## src/rtl/dst_pkg.sv

```systemverilog
// ----------------------------------------------------------------------------
// dst_pkg
// Shared widths, codes and defaults for the device slot table.
// ----------------------------------------------------------------------------
package dst_pkg;

	// default table depth
	localparam int SLOT_COUNT_DEF = 16;

	// field widths
	localparam int ID_W  = 48;
	localparam int MOD_W = 8;
	localparam int IDX_W = 4;

	// stream payload widths, padded to whole bytes
	localparam int IN_DATA_W  = ((ID_W + MOD_W + 7) / 8) * 8;
	localparam int OUT_DATA_W = ((1 + IDX_W + 7) / 8) * 8;

	// one stored slot word: module number above identifier
	localparam int ENTRY_W = ID_W + MOD_W;

	// action codes
	localparam logic ACT_ADD    = 1'b0;
	localparam logic ACT_DELETE = 1'b1;

	// sequencer states
	typedef enum logic [2:0] {
		ST_IDLE = 3'b001,
		ST_SCAN = 3'b010,
		ST_DONE = 3'b100
	} state_t;

endpackage

```

## src/rtl/device_slot_table.sv

```systemverilog
// ----------------------------------------------------------------------------
// device_slot_table
// Table of device slots with identifier lookup and first-free allocation.
// ----------------------------------------------------------------------------
// The slot scan reads one RAM entry per cycle through a single comparator and
// stops early when a matching slot is found. Input is held off while a scan
// runs and until its result is taken into the result register, so a new
// transaction is accepted only after the previous one is through.
// Reset: all slots inactive and read as identifier zero, via per-slot
// valid and active flops; no clearing pass, ready as soon as reset is released.
module device_slot_table #(
	parameter int SLOT_COUNT = dst_pkg::SLOT_COUNT_DEF
) (
	input  logic                          clk,
	input  logic                          arst_n,
	input  logic                          s_tvalid,
	output logic                          s_tready,
	// device_id [47:0], module_number [55:48]
	input  logic [dst_pkg::IN_DATA_W-1:0] s_tdata,
	// action [0]
	input  logic                          s_tuser,
	output logic                          m_tvalid,
	input  logic                          m_tready,
	// ok [0], slot_index [4:1], zero pad above
	output logic [dst_pkg::OUT_DATA_W-1:0] m_tdata
);

	import dst_pkg::*;

	localparam int AW = (SLOT_COUNT > 1) ? $clog2(SLOT_COUNT) : 1;
	localparam logic [AW-1:0] LAST_IDX = AW'(SLOT_COUNT - 1);

	state_t               state_q;
	logic                 action_q;
	logic [ID_W-1:0]      id_q;
	logic [MOD_W-1:0]     mod_q;
	logic [AW-1:0]        cnt_q;
	logic                 issue_q;
	logic                 pend_s1;
	logic [AW-1:0]        idx_s1;
	logic                 valid_s1;
	logic                 active_s1;
	logic [SLOT_COUNT-1:0] slot_valid_q;
	logic [SLOT_COUNT-1:0] slot_active_q;
	logic                 m_tvalid_q;
	logic [OUT_DATA_W-1:0] m_tdata_q;

	logic                 in_fire;
	logic                 scan_end;
	logic                 out_free;
	logic                 commit;
	logic [ENTRY_W-1:0]   rd_entry;
	logic [ID_W-1:0]      rd_ident;
	logic                 match;
	logic                 hit;
	logic [AW-1:0]        hit_idx;
	logic                 free;
	logic [AW-1:0]        free_idx;
	logic                 res_ok;
	logic [AW-1:0]        res_slot;
	logic                 ram_we;

	assign in_fire  = s_tvalid && s_tready;
	assign s_tready = (state_q == ST_IDLE);
	assign out_free = !m_tvalid_q || m_tready;
	assign commit   = (state_q == ST_DONE) && out_free;
	assign scan_end = (state_q == ST_SCAN) && pend_s1 && (match || idx_s1 == LAST_IDX);

	// slot identifier and module storage
	dst_ram #(
		.WIDTH (ENTRY_W),
		.DEPTH (SLOT_COUNT)
	) u_slot_ram (
		.clk   (clk),
		.we    (ram_we),
		.waddr (res_slot),
		.wdata ({mod_q, id_q}),
		.raddr (cnt_q),
		.rdata (rd_entry)
	);

	// slots never written read as identifier zero
	assign rd_ident = valid_s1 ? rd_entry[ID_W-1:0] : '0;

	dst_scan #(
		.SLOT_COUNT (SLOT_COUNT)
	) u_scan (
		.clk       (clk),
		.arst_n    (arst_n),
		.clear     (in_fire),
		.cmp_en    (pend_s1),
		.cmp_idx   (idx_s1),
		.ident     (rd_ident),
		.active    (active_s1),
		.device_id (id_q),
		.match     (match),
		.hit       (hit),
		.hit_idx   (hit_idx),
		.free      (free),
		.free_idx  (free_idx)
	);

	// outcome of the scan, an add stores identifier and module in its slot
	always_comb begin
		res_ok   = 1'b0;
		res_slot = '0;
		if (hit) begin
			res_ok   = 1'b1;
			res_slot = hit_idx;
		end else if (action_q == ACT_ADD && free) begin
			res_ok   = 1'b1;
			res_slot = free_idx;
		end
		ram_we = commit && res_ok && (action_q == ACT_ADD);
	end

	// sequencer
	always_ff @(posedge clk or negedge arst_n) begin
		if (!arst_n) begin
			state_q <= ST_IDLE;
			issue_q <= 1'b0;
			pend_s1 <= 1'b0;
			cnt_q   <= '0;
		end else begin
			unique case (state_q)
				ST_IDLE: begin
					if (in_fire) begin
						state_q <= ST_SCAN;
						issue_q <= 1'b1;
						pend_s1 <= 1'b0;
						cnt_q   <= '0;
					end
				end
				ST_SCAN: begin
					pend_s1 <= issue_q;
					if (issue_q) begin
						if (cnt_q == LAST_IDX) begin
							issue_q <= 1'b0;
						end else begin
							cnt_q <= cnt_q + 1'b1;
						end
					end
					if (scan_end) begin
						state_q <= ST_DONE;
						issue_q <= 1'b0;
						pend_s1 <= 1'b0;
					end
				end
				ST_DONE: begin
					if (out_free) begin
						state_q <= ST_IDLE;
					end
				end
				default: begin
					state_q <= ST_IDLE;
				end
			endcase
		end
	end

	// input capture and per-read slot flags
	always_ff @(posedge clk) begin
		if (in_fire) begin
			action_q <= s_tuser;
			id_q     <= s_tdata[ID_W-1:0];
			mod_q    <= s_tdata[ID_W+MOD_W-1:ID_W];
		end
		idx_s1    <= cnt_q;
		valid_s1  <= slot_valid_q[cnt_q];
		active_s1 <= slot_active_q[cnt_q];
	end

	// valid and active flags per slot
	always_ff @(posedge clk or negedge arst_n) begin
		if (!arst_n) begin
			slot_valid_q  <= '0;
			slot_active_q <= '0;
		end else if (commit && res_ok) begin
			if (ram_we) begin
				slot_valid_q[res_slot] <= 1'b1;
			end
			slot_active_q[res_slot] <= (action_q == ACT_ADD);
		end
	end

	// result register
	always_ff @(posedge clk or negedge arst_n) begin
		if (!arst_n) begin
			m_tvalid_q <= 1'b0;
		end else if (commit) begin
			m_tvalid_q <= 1'b1;
		end else if (m_tready) begin
			m_tvalid_q <= 1'b0;
		end
	end

	always_ff @(posedge clk) begin
		if (commit) begin
			m_tdata_q <= OUT_DATA_W'({IDX_W'(res_slot), res_ok});
		end
	end

	assign m_tvalid = m_tvalid_q;
	assign m_tdata  = m_tdata_q;

endmodule

```

## src/rtl/dst_ram.sv

```systemverilog
// ----------------------------------------------------------------------------
// dst_ram
// Generic single write port, single read port RAM with registered read data.
// ----------------------------------------------------------------------------
module dst_ram #(
	parameter int WIDTH = 8,
	parameter int DEPTH = 16,
	localparam int AW = (DEPTH > 1) ? $clog2(DEPTH) : 1
) (
	input  logic             clk,
	input  logic             we,
	input  logic [AW-1:0]    waddr,
	input  logic [WIDTH-1:0] wdata,
	input  logic [AW-1:0]    raddr,
	output logic [WIDTH-1:0] rdata
);

	logic [WIDTH-1:0] mem_q [DEPTH];
	logic [WIDTH-1:0] rdata_q;

	// write port and registered read port
	always_ff @(posedge clk) begin
		if (we) begin
			mem_q[waddr] <= wdata;
		end
		rdata_q <= mem_q[raddr];
	end

	assign rdata = rdata_q;

endmodule

```

## src/rtl/dst_scan.sv

```systemverilog
// ----------------------------------------------------------------------------
// dst_scan
// Shared identifier comparator with lowest-match and lowest-free tracking.
// ----------------------------------------------------------------------------
module dst_scan #(
	parameter int SLOT_COUNT = dst_pkg::SLOT_COUNT_DEF,
	localparam int AW = (SLOT_COUNT > 1) ? $clog2(SLOT_COUNT) : 1
) (
	input  logic                     clk,
	input  logic                     arst_n,
	input  logic                     clear,
	input  logic                     cmp_en,
	input  logic [AW-1:0]            cmp_idx,
	input  logic [dst_pkg::ID_W-1:0] ident,
	input  logic                     active,
	input  logic [dst_pkg::ID_W-1:0] device_id,
	output logic                     match,
	output logic                     hit,
	output logic [AW-1:0]            hit_idx,
	output logic                     free,
	output logic [AW-1:0]            free_idx
);

	import dst_pkg::*;

	logic          hit_q;
	logic          free_q;
	logic [AW-1:0] hit_idx_q;
	logic [AW-1:0] free_idx_q;
	logic          free_now;

	// the one 48-bit compare, reused for every slot
	assign match    = cmp_en && !hit_q && (ident == device_id);
	assign free_now = cmp_en && !free_q && !active;

	// first hit and first free flags
	always_ff @(posedge clk or negedge arst_n) begin
		if (!arst_n) begin
			hit_q  <= 1'b0;
			free_q <= 1'b0;
		end else if (clear) begin
			hit_q  <= 1'b0;
			free_q <= 1'b0;
		end else begin
			if (match) begin
				hit_q <= 1'b1;
			end
			if (free_now) begin
				free_q <= 1'b1;
			end
		end
	end

	// slot numbers captured with the flags
	always_ff @(posedge clk) begin
		if (match) begin
			hit_idx_q <= cmp_idx;
		end
		if (free_now) begin
			free_idx_q <= cmp_idx;
		end
	end

	assign hit      = hit_q;
	assign hit_idx  = hit_idx_q;
	assign free     = free_q;
	assign free_idx = free_idx_q;

endmodule

```

## config.mk

```make
export PLATFORM = sky130hd
export DESIGN_NAME = device_slot_table
export DESIGN_NICKNAME = d
export VERILOG_FILES = /design/src/rtl/dst_pkg.sv /design/src/rtl/device_slot_table.sv /design/src/rtl/dst_ram.sv /design/src/rtl/dst_scan.sv
export SDC_FILE = /design/constraint.sdc
export NUM_CORES = 1
export LEC_CHECK = 0
export BUFFER_PORTS_ARGS = -buffer_cell sky130_fd_sc_hd__buf_2
export CELL_PAD_IN_SITES_DETAIL_PLACEMENT = 1
export CELL_PAD_IN_SITES_GLOBAL_PLACEMENT = 1
export CORE_MARGIN = 4
export CORE_UTILIZATION = 50
export DETAILED_ROUTE_END_ITERATION = 8
export PLACE_DENSITY_LB_ADDON = 0.1
export SYNTH_ARGS = -nofsm -noshare
export SYNTH_HDL_FRONTEND = slang
export SYNTH_SLANG_ARGS = --single-unit
```

## constraint.sdc

```tcl
create_clock -name clk -period 6.4 [get_ports clk]
set_clock_uncertainty 0.05 [all_clocks]
set_input_delay 1.28 -clock clk [delete_from_list [all_inputs] [get_ports clk]]
set_output_delay 1.28 -clock clk [all_outputs]
set_load 0.01 [all_outputs]
```

==> results.yml <==
outcome:
  status: "finished clean"
logic_synthesis:
  ys_async_sr_fraction_pct: 4.74
  yosysSeqAreaShare_pct: 77.8
  yosysUniqueCellTypes: 54
  postSynthCellCount: 1553
  synth_mux_area_share_pct: 16.2
  yosys.area_share.simple_pct: 2.51
  synth-xor-area-share_pct: 0.402
  synth_top_family_by_area: "multiplexers"
  synthFlopType: "edfxtp_1"
  synth_area_um2: 34900
  syn_avg_cell_area_um2: 22.4
  synth_compound_area_share_pct: 2.03
  synth_seq_cells: 928
  synth_fa_ha_area_share_pct: 0.0359
  synth-edff-count: 830
  yosysWarnings: 0
timing:
  finalCriticalPeriod_ns: 3.99
  rsz0062_at_grt: "no"
  report.final.slew_viol_count: 0
  fin_tns_setup_ns: 0
  fmax_ghz: 0.251
  finalCritPeriodShare_pct: 62.3
  finalHoldViolCount: 0
  maxSlewHeadroom_pct: 11.6
  setup_viol: 0
  worst_pin_slew_ns: 1.32
global_routing:
  grt_max_degree: 86
  grt.total_usage_pct: 22.1
  first_global_vias: 17749
  antenna_found_initial: 0
  gr-total-overflow: 0
  grt_pass1_wl_mm: 119
routing:
  vias: 16157
  viasPerCell: 6.01
  wl_per_cell_um: 29.8
  dr.pass1.iters: 5
  drt.antenna.violating_nets: 0
  drc: 0
  drt_iter0_drc: 1402
  routed_wl_mm: 80.1
clock_tree:
  clk_path_buf_depth: 3
  cts.sinks: 928
  h-tree-depth: 3
  insertion_delay_ns: 0.67
  clkSlewWorstSetupHoldPaths_ns: 0.06
  cts_tree: "yes"
  cts_resized: 0
  post_cts_buffers: 0
  cts_hold_buf: 0
  cts_inserted_buffers: 96
  root_buffer: "clkbuf_16"
pwr:
  powerDensity_nw_per_um2: 381
  peakVddDrop_mv: 0.298
  power_leakage_nw: 12.5
finish:
  fin_area_um2: 39700
  synthToLayoutAreaGrowth_pct: 13.9
  drive_above_1_share_pct: 30.1
  antenna_cells: 0
  fillers: 5684
  nets: 1737
worst_setup_path:
  path_class: "reg2reg"
  crit_required_ns: 6.68
  worstPathMaxFanout: 24
  start_kind: "flip-flop"
  endpoint_kind: "flip-flop"
  arrival_ns: 4.26
place:
  post-dp-hpwl_mm: 43.1
  place_area_um2: 36500
  io_buffers: 59
  gp_congestion: 0.743
floorplan:
  fp.dieW_um: 272
  die_y_um: 272
  io-pin-count: 71
  start_util_pct: 50.6
  rows: 96
  die_area_um2: 74000
  coreArea_um2: 68800
run:
  drv_cap: 0
worst_hold_path:
  hold_path.class: "reg2reg"
## worst max-delay path, cell delays in order (launching register included)
cell and delay (ns):
edfxtp_1 0.61, nand2b_1 0.21, nor2_1 0.10, a22oi_1 0.49
inv_2 0.12, or3_1 0.61, nor2_4 1.01, buf_4 0.43
## metal layers
metal | vias to the layer above | track usage (%) | wire length, um
li1 | 6782 | - | -
met1 | 8886 | 30.7 | 33700
met2 | 385 | 37.7 | 41500
met3 | 104 | 3.27 | 3380
met4 | 0 | 5.17 | 1550
met5 | - | 0 | 0
## placed cells by master (no fill, tap or decap), types with 4 or more instances in the layout
cell type / Yosys / routed
clkbuf_16: 0 / 97
clkinvlp_4: 0 / 4
clkinv_1: 1 / 10
o21ai_0: 38 / 38
nand2b_1: 13 / 13
a22oi_1: 4 / 4
clkinv_2: 0 / 13
nand2_1: 18 / 18
o22ai_1: 18 / 18
dfrtp_4: 0 / 4
xor2_1: 13 / 13
nor2_4: 0 / 16
inv_1: 14 / 14
clkbuf_1: 42 / 30
nor2b_1: 8 / 8
nand4b_1: 12 / 12
nand3_1: 15 / 15
bufinv_16: 0 / 10
or2_1: 4 / 4
edfxtp_1: 830 / 830
a21oi_1: 12 / 12
buf_4: 3 / 32
o31ai_1: 8 / 8
mux4_2: 250 / 250
o21a_1: 8 / 8
a31oi_1: 4 / 4
clkbuf_8: 0 / 12
nor2_1: 36 / 20
nor3_1: 11 / 11
dfrtp_1: 43 / 39
or2_2: 12 / 12
o2111ai_1: 4 / 4
inv_2: 4 / 4
buf_2: 23 / 59
dfxtp_1: 54 / 53
## cells in the mapped netlist (3+ instances only)
| master | instances | area (um^2) |
|---|---|---|
| edfxtp_1 | 830 | 24900 |
| mux4_2 | 250 | 5630 |
| dfxtp_1 | 54 | 1080 |
| dfrtp_1 | 43 | 1080 |
| clkbuf_1 | 42 | 158 |
| o21ai_0 | 38 | 190 |
| nor2_1 | 36 | 135 |
| buf_2 | 23 | 115 |
| nand2_1 | 18 | 67.6 |
| o22ai_1 | 18 | 113 |
| nand3_1 | 15 | 75.1 |
| inv_1 | 14 | 52.6 |
| nand2b_1 | 13 | 81.3 |
| xor2_1 | 13 | 114 |
| a21oi_1 | 12 | 60.1 |
| nand4b_1 | 12 | 105 |
| or2_2 | 12 | 75.1 |
| nor3_1 | 11 | 55.1 |
| nor2b_1 | 8 | 50.1 |
| o21a_1 | 8 | 60.1 |
| o31ai_1 | 8 | 60.1 |
| a22oi_1 | 4 | 30.0 |
| a31oi_1 | 4 | 25.0 |
| buf_1 | 4 | 15.0 |
| inv_2 | 4 | 15.0 |
| nor4bb_1 | 4 | 40.0 |
| o2111ai_1 | 4 | 35.0 |
| or2_1 | 4 | 25.0 |
| a2bb2oi_1 | 3 | 26.3 |
| buf_4 | 3 | 22.5 |
| nand3b_1 | 3 | 22.5 |
| nand4_1 | 3 | 18.8 |
| nor4_1 | 3 | 18.8 |
| o21bai_1 | 3 | 22.5 |
| or3_1 | 3 | 18.8 |
| xnor2_1 | 3 | 26.3 |
## flip-flops by register name, indices dropped and copies added (netlist names), 3 cells and up
signal,cells
cnt_q,4
id_q,48
idx_s1,4
m_tdata,5
slot_active_q,16
slot_valid_q,16
state_q,3
u_scan.free_idx,4
u_scan.hit_idx,4
u_slot_ram.mem_q,768
u_slot_ram.rdata,48
## power breakdown
part | switching, mW | leakage, nW | internal [mW]
logic | 0.860 | 2.40 | 1.05
clock network | 2.30 | 1.57 | 3.35
registers | 0.541 | 8.52 | 7.03
## worst paths after layout
check / startpoint / end / slack [ns] / cells after the start
worst max register to register: action_q$_DFFE_PP_ / u_slot_ram.mem_q[6][24]$_DFFE_PP_ / 2.41 / 7
worst min-delay path: slot_valid_q[3]$_DFFE_PN0P_ / slot_valid_q[3]$_DFFE_PN0P_ / 0.41 / 1
min in group asynchronous: arst_n / slot_valid_q[8]$_DFFE_PN0P_ / 0.77 / 1
worst max-delay path: action_q$_DFFE_PP_ / u_slot_ram.mem_q[6][24]$_DFFE_PP_ / 2.41 / 7
worst min register to register: slot_valid_q[3]$_DFFE_PN0P_ / slot_valid_q[3]$_DFFE_PN0P_ / 0.41 / 1
max in group asynchronous: arst_n / cnt_q[0]$_DFFE_PN0P_ / 4.71 / 1
## area by class of cell
type / instances / area, um^2 / share of cell area (%)
inverter: 19 / 71.3 / 0.180
tap: 931 / 1160 / 2.93
multi-input combinational: 536 / 7510 / 18.9
clock buffer: 139 / 2710 / 6.82
timing repair buffer: 94 / 596 / 1.50
clock inverter: 43 / 519 / 1.31
sequential: 928 / 27100 / 68.3
## logic make-up after synthesis
| logic type | count (synthesis) |
|---|---|
| flip-flops | 928 |
| other | 1 |
| AO/OA/AOI/OAI | 110 |
| XOR/XNOR | 16 |
| buffers and inverters | 91 |
| multiplexers | 250 |
| AND/OR/NAND/NOR | 156 |
| adder cells (fa/ha/maj) | 1 |
## per-stage QoR
step / total power [mW] / util, % / hold WS, ns / worst slack, ns / cells
after floorplan: 8.95 / - / 0.295 / 1.71 / 1555
after global placement: 9.59 / 53.0 / 0.393 / 2.05 / 2508
after detailed placement: 9.65 / 53.0 / 0.400 / 1.94 / 2508
after CTS: 15.3 / 57.7 / 0.415 / 2.35 / 2690
after global routing: 15.7 / 57.7 / 0.427 / 2.14 / 2690
final: 15.1 / 57.7 / 0.413 / 2.41 / 2690
Power figures use the tool's default switching activity.
